`src/sv/crs_pkg.sv`:
```
// ----------------------------------------------------------------------------
// crs_pkg: shared types and codes for the circle raster scan unit
// Request and response beats, the command codes and the record passed from
// the scan stage to the evaluation stage.
// ----------------------------------------------------------------------------
package crs_pkg;

   localparam logic CMD_LOAD    = 1'b0;
   localparam logic CMD_ADVANCE = 1'b1;

   typedef struct packed {
      logic        mode;
      logic [15:0] center_x;
      logic [15:0] center_y;
      logic [7:0]  radius;
      logic        filled;
      logic [15:0] color;
   } req_type;

   typedef struct packed {
      logic [15:0] pixel_x;
      logic [15:0] pixel_y;
      logic        draw;
      logic [15:0] pixel_color;
      logic        last;
   } rsp_type;

   // One scan position, squares already formed
   typedef struct packed {
      logic [15:0] col_sq;
      logic [15:0] row_sq;
      logic [15:0] lim_hi;
      logic [15:0] lim_lo;
      logic        fill;
      logic [15:0] pixel_x;
      logic [15:0] pixel_y;
      logic [15:0] color;
      logic        last;
   } stage_type;

endpackage

```
`src/sv/crs_scan.sv`:
```
// ----------------------------------------------------------------------------
// crs_scan: command store and scan position stepper
// Holds the loaded circle, walks the offsets row by row and registers one
// scan position with its squared offsets for the evaluation stage.
// ----------------------------------------------------------------------------
module crs_scan (
   input  logic               clock,
   input  logic               reset,
   input  logic               req_accept,
   input  crs_pkg::req_type   req_data,
   input  logic               stage_open,
   output logic               busy,
   output logic               issue,
   output logic               issue_last,
   output logic               s1_valid,
   output crs_pkg::stage_type s1_data
);

   logic               busy_ff, busy_in;
   logic [15:0]        origin_x_ff, origin_y_ff, color_ff;
   logic [7:0]         bound_ff;
   logic               fill_ff;
   logic [15:0]        lim_hi_ff, lim_lo_ff;
   logic [8:0]         col_ff, col_in, row_ff, row_in;
   logic               s1_valid_ff;
   crs_pkg::stage_type s1_ff, s1_in;

   logic               load;
   logic [7:0]         new_bound;
   logic [15:0]        new_sq;
   logic [8:0]         bound_ext, neg_bound, new_neg;
   logic [8:0]         col_abs, row_abs;
   logic               col_end, at_last;

   assign load  = req_accept && (req_data.mode == crs_pkg::CMD_LOAD);
   assign issue = req_accept && (req_data.mode == crs_pkg::CMD_ADVANCE) && busy_ff;

   // radius one scans only the centre
   assign new_bound = (req_data.radius == 8'd1) ? 8'd0 : req_data.radius;
   assign new_sq    = 16'(req_data.radius) * 16'(req_data.radius);
   assign new_neg   = 9'(~{1'b0, new_bound}) + 9'd1;

   assign bound_ext = {1'b0, bound_ff};
   assign neg_bound = ~bound_ext + 9'd1;
   assign col_abs   = col_ff[8] ? (~col_ff + 9'd1) : col_ff;
   assign row_abs   = row_ff[8] ? (~row_ff + 9'd1) : row_ff;
   assign col_end   = $signed(col_ff) >= $signed(bound_ext);
   assign at_last   = (col_ff == bound_ext) && (row_ff == bound_ext);
   assign issue_last = issue && at_last;

   always_comb begin
      busy_in = busy_ff;
      col_in  = col_ff;
      row_in  = row_ff;
      if (load) begin
         busy_in = 1'b1;
         col_in  = new_neg;
         row_in  = new_neg;
      end else if (issue) begin
         if (at_last) begin
            busy_in = 1'b0;
         end else if (col_end) begin
            col_in = neg_bound;
            row_in = row_ff + 9'd1;
         end else begin
            col_in = col_ff + 9'd1;
         end
      end
   end

   always_comb begin
      s1_in.col_sq  = 16'(col_abs[7:0]) * 16'(col_abs[7:0]);
      s1_in.row_sq  = 16'(row_abs[7:0]) * 16'(row_abs[7:0]);
      s1_in.lim_hi  = lim_hi_ff;
      s1_in.lim_lo  = lim_lo_ff;
      s1_in.fill    = fill_ff;
      s1_in.pixel_x = origin_x_ff + {{7{col_ff[8]}}, col_ff};
      s1_in.pixel_y = origin_y_ff + {{7{row_ff[8]}}, row_ff};
      s1_in.color   = color_ff;
      s1_in.last    = at_last;
   end

   always_ff @(posedge clock) begin
      if (reset) begin
         busy_ff     <= 1'b0;
         col_ff      <= '0;
         row_ff      <= '0;
         origin_x_ff <= '0;
         origin_y_ff <= '0;
         color_ff    <= '0;
         bound_ff    <= '0;
         fill_ff     <= 1'b0;
         lim_hi_ff   <= '0;
         lim_lo_ff   <= '0;
         s1_valid_ff <= 1'b0;
      end else begin
         busy_ff <= busy_in;
         col_ff  <= col_in;
         row_ff  <= row_in;
         if (load) begin
            origin_x_ff <= req_data.center_x;
            origin_y_ff <= req_data.center_y;
            color_ff    <= req_data.color;
            bound_ff    <= new_bound;
            fill_ff     <= req_data.filled;
            lim_hi_ff   <= new_sq + 16'(req_data.radius);
            lim_lo_ff   <= new_sq - 16'(req_data.radius);
         end
         if (stage_open) begin
            s1_valid_ff <= issue;
         end
      end
   end

   always_ff @(posedge clock) begin
      if (stage_open && issue) begin
         s1_ff <= s1_in;
      end
   end

   assign busy     = busy_ff;
   assign s1_valid = s1_valid_ff;
   assign s1_data  = s1_ff;

endmodule

```
`src/sv/crs_eval.sv`:
```
// ----------------------------------------------------------------------------
// crs_eval: distance threshold and result register
// Sums the squared offsets at full width, applies the disk or ring test
// and holds the result beat until the receiver takes it.
// ----------------------------------------------------------------------------
module crs_eval (
   input  logic               clock,
   input  logic               reset,
   input  logic               s1_valid,
   input  crs_pkg::stage_type s1_data,
   output logic               out_open,
   output logic               rsp_valid,
   input  logic               rsp_stall,
   output crs_pkg::rsp_type   rsp_data
);

   logic             rsp_valid_ff;
   crs_pkg::rsp_type rsp_ff, rsp_in;
   logic [16:0]      dist_sq;
   logic             under_hi, over_lo;

   assign dist_sq  = 17'(s1_data.col_sq) + 17'(s1_data.row_sq);
   assign under_hi = dist_sq <= {1'b0, s1_data.lim_hi};
   assign over_lo  = dist_sq >= {1'b0, s1_data.lim_lo};

   always_comb begin
      rsp_in.pixel_x     = s1_data.pixel_x;
      rsp_in.pixel_y     = s1_data.pixel_y;
      rsp_in.draw        = s1_data.fill ? under_hi : (under_hi && over_lo);
      rsp_in.pixel_color = s1_data.color;
      rsp_in.last        = s1_data.last;
   end

   assign out_open = !rsp_valid_ff || !rsp_stall;

   always_ff @(posedge clock) begin
      if (reset) begin
         rsp_valid_ff <= 1'b0;
      end else if (out_open) begin
         rsp_valid_ff <= s1_valid;
      end
   end

   // hold the beat while stalled
   always_ff @(posedge clock) begin
      if (out_open && s1_valid) begin
         rsp_ff <= rsp_in;
      end
   end

   assign rsp_valid = rsp_valid_ff;
   assign rsp_data  = rsp_ff;

endmodule

```
`src/sv/circle_raster_scan_unit.sv`:
```
// ----------------------------------------------------------------------------
// circle_raster_scan_unit: circle scan generator with distance threshold
// Usage:
//   A request beat with mode load stores centre, radius, fill mode and
//   colour and produces no response. Each advance beat while a circle is
//   loaded yields one response beat for the next position of a row-major
//   scan over offsets -radius..+radius (radius one scans only the centre),
//   carrying wrapped screen coordinates, colour, draw flag and last.
//   Advance beats with no circle loaded are taken and dropped.
//   Each response is formed in the scan register, then the result register.
//   Throughput: one beat per cycle on both channels while rsp_stall is low;
//   the scan register and the result register form a two-stage pipeline.
//   When rsp_stall is high the result beat holds; if the scan register is
//   empty, one more advance beat is still taken into it before req_stall rises.
//   Reset (synchronous) clears the loaded command and empties the pipeline.
// ----------------------------------------------------------------------------
module circle_raster_scan_unit (
   input  logic             clock,
   input  logic             reset,
   input  logic             req_valid,
   output logic             req_stall,
   input  crs_pkg::req_type req_data,
   output logic             rsp_valid,
   input  logic             rsp_stall,
   output crs_pkg::rsp_type rsp_data
);

   logic               req_accept;
   logic               stage_open, out_open;
   logic               busy, issue, issue_last, s1_valid;
   crs_pkg::stage_type s1_data;

   assign stage_open = !s1_valid || out_open;
   assign req_stall  = !stage_open;
   assign req_accept = req_valid && stage_open;

   crs_scan u_scan (
      .clock      (clock),
      .reset      (reset),
      .req_accept (req_accept),
      .req_data   (req_data),
      .stage_open (stage_open),
      .busy       (busy),
      .issue      (issue),
      .issue_last (issue_last),
      .s1_valid   (s1_valid),
      .s1_data    (s1_data)
   );

   crs_eval u_eval (
      .clock     (clock),
      .reset     (reset),
      .s1_valid  (s1_valid),
      .s1_data   (s1_data),
      .out_open  (out_open),
      .rsp_valid (rsp_valid),
      .rsp_stall (rsp_stall),
      .rsp_data  (rsp_data)
   );

`ifndef NO_ASSERTIONS
   a_load_sets_busy: assert property (@(posedge clock) disable iff (reset)
      req_accept && (req_data.mode == crs_pkg::CMD_LOAD) |=> busy)
      else $error("load beat did not start a scan");

   a_idle_advance_dropped: assert property (@(posedge clock) disable iff (reset)
      req_accept && (req_data.mode == crs_pkg::CMD_ADVANCE) && !busy |=> !s1_valid)
      else $error("advance beat with no circle entered the pipeline");

   a_last_ends_scan: assert property (@(posedge clock) disable iff (reset)
      issue_last |=> !busy)
      else $error("scan still running after its last position");
`endif

endmodule

```
`config.mk`:
```
export PLATFORM = sky130hd
export DESIGN_NAME = circle_raster_scan_unit
export DESIGN_NICKNAME = d
export VERILOG_FILES = /design/src/sv/crs_pkg.sv /design/src/sv/crs_scan.sv /design/src/sv/crs_eval.sv /design/src/sv/circle_raster_scan_unit.sv
export SDC_FILE = /design/constraint.sdc
export NUM_CORES = 1
export LEC_CHECK = 0
export ABC_AREA = 1
export BUFFER_PORTS_ARGS = -buffer_cell sky130_fd_sc_hd__buf_4
export CAP_MARGIN = 40
export CORE_ASPECT_RATIO = 0.9
export CORE_UTILIZATION = 25
export DETAILED_ROUTE_END_ITERATION = 8
export PLACE_DENSITY_LB_ADDON = 0.1
export SLEW_MARGIN = 20
export SYNTH_ARGS = -nofsm -noshare
export SYNTH_HDL_FRONTEND = slang
export SYNTH_SLANG_ARGS = --single-unit
```
`constraint.sdc`:
```
create_clock -name clock -period 8.3 [get_ports clock]
set_input_delay 1.245 -clock clock [delete_from_list [all_inputs] [get_ports clock]]
set_output_delay 1.245 -clock clock [all_outputs]
set_load 0.01 [all_outputs]
```
-- Word level (Yosys, flattened, before mapping)
Cells that the tools add are included.
- add/sub/neg operators: 11
- multiply operators: 3
- divide/modulo/power cells: 0
- $lt $le $gt $ge: 3
- equal/unequal tests: 4
- shift operators: 0
- multiplexer cells: 15
- bitwise logic cells: 5
- reduce and logical (&&, ||, !) cells: 20
- operator list (kind ; number):
    $mux 9 ; 8
    $mul 8x8->16 ; 3
    $add 9x1->9 const B ; 4
    $add 16x16->16 ; 2
    $mux 8 ; 3
    $eq 9x8->1 ; 2
    $not 8->9 ; 2
    $add 16x16->17 ; 1
    $ge 17x16->1 ; 1
    $le 17x16->1 ; 1
    $add 16x8->16 ; 1
    $add 8x1->8 const B ; 2
    $not 8->8 ; 2
    $sub 16x8->16 ; 1
    $ge 9x9->1 ; 1
    $eq 8x1->1 const B ; 1
    $logic_and 1x1->1 ; 8
    $reduce_bool 2->1 ; 3
    $logic_not 1->1 ; 4
    $mux 1 ; 4
    $reduce_and 2->1 ; 2
    $reduce_and 3->1 ; 1
    $logic_or 1x1->1 ; 2
    $ne 2x1->1 const B ; 1
    $not 1->1 ; 1
- bits in registers: 274
- latch bits: 0
- RAM bits: 0
- bits in read-only memories: 0
- memories kept: 0

-- Longest topological paths before layout
- depth after elaboration: 8
- mapped depth: 30

-- By module
Synthesis repeated with hierarchy kept, for this count alone.
- cells, all modules: 2199
- area, all modules: 18769.3 um^2
- by module, submodules not included (module ; times used ; cells an instance ; area each (um^2) ; seq. area each (um^2)):
    crs_scan ; 1 ; 1887 ; 15581.2 ; 5445.2
    crs_eval ; 1 ; 307 ; 3168.0 ; 1521.5
    circle_raster_scan_unit ; 1 ; 5 ; 20.0 ; 0.0

-- Worst setup path after synthesis
No wires, ideal clock.
- path kind: input -> register
- start point: in req_data[19] (netlist bit)
- end point: reg u_scan.lim_hi_ff[12]
- library setup time: 114 ps
- arrival time: 5491 ps
- required time: 8186 ps
- path slack: 2695 ps
- cell stages on the path: 23
- buffers on the path: 1
- path through: clkinv_1 > fa_1 > inv_1 > fa_1 > ha_1 > inv_1 > fa_1 > inv_1 > ha_1 > a21oi_1 > nand2_1 > xor2_1 > ha_1 > clkbuf_1 > nor2_1 > nand2_1 > o21ai_0 > nand2_1 > nor2_2 > nand2_1 > xor2_1 > o21bai_1 > inv_1
- longest elaborated chain between the ends: 2
- ends and longest elaborated chain (element ; RTL line ; text):
    start, declared ; circle_raster_scan_unit.sv:22 ; input crs_pkg::req_type req_data,
    $mul 8x8->16 ; crs_scan.sv:40 ; assign new_sq = 16'(req_data.radius) * 16'(req_data.radius);
    $add 16x8->16 (*) ; crs_scan.sv:106 ; lim_hi_ff <= new_sq + 16'(req_data.radius);
    end signal, assigned ; crs_scan.sv:106 ;
    end, declared ; crs_scan.sv:23 ; logic [15:0] lim_hi_ff, lim_lo_ff;
Mark *: on every way between the ends. The rest lies on a longest branch, timed or not.
A chain may end at the register's enable or synchronous reset.

==> results.md <==
Outcome:
- The flow ran to the end, and the final reports show no timing, DRC or antenna violations.

Detailed routing:
- For this run, design rule violations remaining after detail routing come to 0.
- In this run, the number of DRC markers left after iteration 0 of detailed routing was 764.
- The number of routed nets with antenna violations is 0.
- Before antenna repair, the detailed router went through 5 iterations.
- The final wirelength is 52100 um.
- The routed via count is 14200.
- In the routed layout, each cell is associated on average with a via count of 4.37.
- The routed wire length per instance is 16.0 um.

Worst setup path:
- The critical path crosses 29 cells after its start point.
- Data arrives at the worst endpoint at 6330 ps.
- The most numerous cell type found on the critical path is inv_1.
- The timing endpoint of the critical path is u_scan.s1_data[113]$_DFFE_PP_.
- For this run, the slowest stage of the critical path takes 540 ps.
- The count of buffering cells on the critical path with inverters included is 7.
- The worst reg-to-reg path cell count is 29.
- The slowest stage of the critical path belongs to the cell fa_1.
- The capturing element type of the critical path is a flop.
- The worst setup path is launched from a flop.
- In this run the critical register-to-register path is captured at u_scan.s1_data[113]$_DFFE_PP_.
- The critical path starts at u_scan.col_ff[0]$_SDFFE_PP0P_.
- The type of the worst setup path is reg -> reg.
- Grouping stages by cell kind, the critical path spends the most delay in adder cells.
- The worst flop-to-flop path startpoint is u_scan.col_ff[0]$_SDFFE_PP0P_.
- The maximum fanout along the worst path is 9.
- Across all register-to-register paths, the minimum setup slack is 2240 ps.
- The data required time at the worst endpoint is 8580 ps.

Global routing:
- The initial antenna violation count is 0.
- The pin count of the biggest net entering global routing is 71.
- The remaining global-route overflow is 0.
- The via count of the first global-routing pass came to 14400.
- In the global route stage, overall resource usage came out at 0.140.
- The first global-routing pass estimated 81600 um of wire.

Placed design:
- At the end of routability-driven placement, the weighted congestion stood at 0.836.
- The HPWL after detailed placement is 41000 um.
- In this run the tool buffered the top-level ports with 113 buffer cells.
- In this run, placement finished with an instance count of 3188.
- The post-placement worst setup slack is 2000 ps.

STA:
- The max-slew violation count is 0.
- In the post-route analysis, the smallest setup slack over all paths is 2240 ps.
- The worst pin sits at a relative slew slack of 0.460.
- The smallest clock period supported by the final layout is computed as 6060 ps.
- Setup repair after global routing left no endpoint under its margin.
- The fraction of the cycle the final worst path needs is 0.730.
- Static timing analysis puts the maximum clock frequency at 165 MHz.
- The number of hold violations in the final report came to 0.
- The final setup violation count is 0.
- The accumulated negative setup slack is 0 ps.
- The largest clock skew in the final design is 25.9 ps.
- The pin slew with the least headroom to its limit is 810 ps.

Clock network:
- For this design, the sink count on the clock tree is 268.
- CTS placed an instance of clkbuf_16 at the clock tree root.
- The TritonCTS clock tree is built.
- TritonCTS created 36 clock buffers.
- Buffers added to address setup during post-CTS repair amount to 0.
- For the worst-skew pair, the clock arrives at the later sink with an insertion delay of 550 ps.
- The clock-pin slew on the worst setup and hold paths is 60 ps.
- The total number of H-tree levels is 2.
- In this run, post-CTS hold repair placed 0 buffers.
- The maximum root-to-sink buffer count is 3.
- The post-cts resize count is 0.

Synthesis:
- The area fraction in compound gates after synthesis is 0.109.
- The post-synthesis cell count is 2147.
- Counting flops and latches in the post-synthesis netlist gives 268.
- The netlist uses 53 different library cells.
- Of the total synthesized cell area, the portion taken by AND, OR, NAND and NOR gates is 0.161.
- Of the total synthesized cell area, the portion taken by full adders, half adders and majority gates is 0.216.
- The post-synthesis mux area share is 0.
- In this run, synthesis inferred 160 flip-flops with an integrated enable.
- For this run, the number of Yosys warnings is 0.
- After synthesis, the share of flip-flops with an asynchronous set or reset is 0.
- The synthesized-area fraction occupied by xor and xnor cells is 0.0504.
- The most used flip-flop cell after synthesis is edfxtp_1.
- After synthesis the cells add up to 18600 sq um.
- The average size of a mapped cell is 8.66 sq um.
- The largest family of logic cells by synthesized area is adder cells.
- The part of the Yosys area used for sequential elements is 0.375.

Floorplanning:
- The total area inside the core boundary comes to 73400 sq um.
- The die is 261 um tall.
- In this run the count of I/O pins placed on the die edge is 114.
- For this configuration, the core starts out at a cell density of 0.253.
- After floorplanning, the core was divided into 94 placement rows.
- The area of the die is 75500 sq um.
- The x dimension of the die is 289 um.

Hold path:
- The path category of the worst min-delay check is reg -> reg.

Cells and area:
- The post-layout instance count excluding filler cells is 3255.
- The share of post-route cells with drive strength above 1 is 0.104.
- The area growth from synthesis to layout is 17.4%.
- At the end of the flow the core is filled with cells to 0.297.
- At the end of the flow, the number of nets in the layout was 2602.

Pwr:
- The post-layout total power is 0.00500 W.
- The analysis attributes to cell leakage a power of 10.3 nW.
- Dividing total power by cell area gives a power density of 229 nW/um^2.
- IR analysis of the VDD net gives a maximum drop of 0.000108 V.

Flow run:
- The tool flagged a number of max-cap violations equal to 0.
[worst register-to-register path: cells and delay by family (launching register included)]
family                   cells  cell delay (ps)
XOR/XNOR                     1               90
flip-flops                   1              480
adder cells (fa/ha/maj)      6             2660
AND/OR/NAND/NOR             10             1060
buffers and inverters        7              770
AO/OA/AOI/OAI                5              740
[per-stage QoR]
stage                     cell area (sq um)  hold WS [ps]
after floorplan                       18600           400
after global placement                20500           401
after detailed placement              20600           405
after CTS                             21800           413
after global routing                  21800           412
final                                 21800           411
[kinds of logic (layout without fill, tap and decap cells)]
family	after synthesis	count (layout)
compound gates	364	364
buf+inv	427	573
other cells	1	3
flops	268	268
simple gates	709	709
xor+xnor	104	104
fa+ha+maj	274	274
[routing by layer]
layer | GRT usage | wire (um) | vias up
met4 | 0.0316 | 833 | 0
met3 | 0.0187 | 1940 | 51
li1 | - | - | 7250
met5 | 0 | 0 | -
met2 | 0.221 | 23200 | 251
met1 | 0.201 | 26100 | 6676
[cell usage after synthesis (4+ instances only)]
cell type | count | area share
a211oi_1 | 4 | 0.0016
a21oi_1 | 137 | 0.037
a21oi_2 | 5 | 0.0024
a31oi_1 | 11 | 0.0037
buf_2 | 19 | 0.0051
clkbuf_1 | 27 | 0.0055
clkinv_1 | 6 | 0.0012
dfxtp_1 | 108 | 0.12
edfxtp_1 | 160 | 0.26
fa_1 | 79 | 0.085
ha_1 | 195 | 0.13
inv_1 | 367 | 0.074
inv_2 | 6 | 0.0012
nand2_1 | 314 | 0.063
nand2_2 | 14 | 0.0047
nand3_1 | 77 | 0.021
nand4_1 | 19 | 0.0064
nor2_1 | 229 | 0.046
nor2_2 | 7 | 0.0024
nor3_1 | 24 | 0.0065
o2111ai_1 | 4 | 0.0019
o211ai_1 | 8 | 0.0032
o21a_1 | 5 | 0.0020
o21ai_0 | 146 | 0.039
o21ai_1 | 9 | 0.0024
o21bai_1 | 16 | 0.0065
o31ai_1 | 6 | 0.0024
or2_2 | 5 | 0.0017
xnor2_1 | 24 | 0.011
xor2_1 | 78 | 0.037
[flip-flops by register name, indices dropped and copies added, names as in the netlist]
| name | flops |
|---|---|
| u_scan.color_ff | 16 |
| u_scan.bound_ff | 8 |
| u_scan.lim_hi_ff | 15 |
| u_scan.fill_ff | 1 |
| u_scan.col_ff | 9 |
| u_eval.rsp_valid | 1 |
| u_scan.s1_data | 110 |
| u_eval.rsp_data | 50 |
| u_scan.origin_y_ff | 16 |
| u_scan.s1_valid | 1 |
| u_scan.busy | 1 |
| u_scan.row_ff | 9 |
| u_scan.origin_x_ff | 16 |
| u_scan.lim_lo_ff | 15 |
[worst min-delay path by stage]
stage,startpoint,end,slack [ps],depth (start not counted)
finish,u_scan.s1_data[17]$_DFFE_PP_,u_eval.rsp_data[18]$_DFFE_PP_,410,0
global route,u_scan.s1_data[17]$_DFFE_PP_,u_eval.rsp_data[18]$_DFFE_PP_,410,0
CTS,u_scan.lim_lo_ff[9]$_SDFFE_PP0P_,u_scan.s1_data[59]$_DFFE_PP_,410,0
detailed placement,u_scan.s1_data[34]$_DFFE_PP_,u_eval.rsp_data[35]$_DFFE_PP_,400,0
global placement,u_scan.s1_data[3]$_DFFE_PP_,u_eval.rsp_data[3]$_DFFE_PP_,400,0
floorplan,u_scan.s1_data[0]$_DFFE_PP_,u_eval.rsp_data[0]$_DFFE_PP_,400,0
[cell type report]
type,instances,area (sq um)
Fill cell,7842,51600
Timing Repair Buffer,128,998
Clock inverter,14,184
Sequential cell,268,6970
Antenna cell,1,2.50
Inverter,379,1420
Multi-Input combinational cell,1453,10000
Clock buffer,52,1030
Tap cell,960,1200
[placed cells by master (no fill, tap or decap), types with 14 or more instances in the layout]
| cell type | synthesis | layout |
|---|---|---|
| nand3_1 | 77 | 77 |
| inv_1 | 367 | 366 |
| nand4_1 | 19 | 19 |
| o21ai_0 | 146 | 146 |
| xnor2_1 | 24 | 24 |
| xor2_1 | 78 | 78 |
| buf_4 | 0 | 124 |
| nand2_2 | 14 | 14 |
| edfxtp_1 | 160 | 160 |
| nor3_1 | 24 | 24 |
| fa_1 | 79 | 79 |
| dfxtp_1 | 108 | 108 |
| a21oi_1 | 137 | 136 |
| nand2_1 | 314 | 314 |
| ha_1 | 195 | 195 |
| clkbuf_16 | 0 | 38 |
| nor2_1 | 229 | 228 |
| o21bai_1 | 16 | 16 |
[power by group]
part	switching [W]	leakage, nW	internal, W
Combinational	0.00120	7.37	0.000642
Clock	0.000622	0.589	0.000971
Sequential	0.0000641	2.37	0.00151
Total	0.00188	10.3	0.00312
No activity file was read; power rests on OpenSTA's default activity.
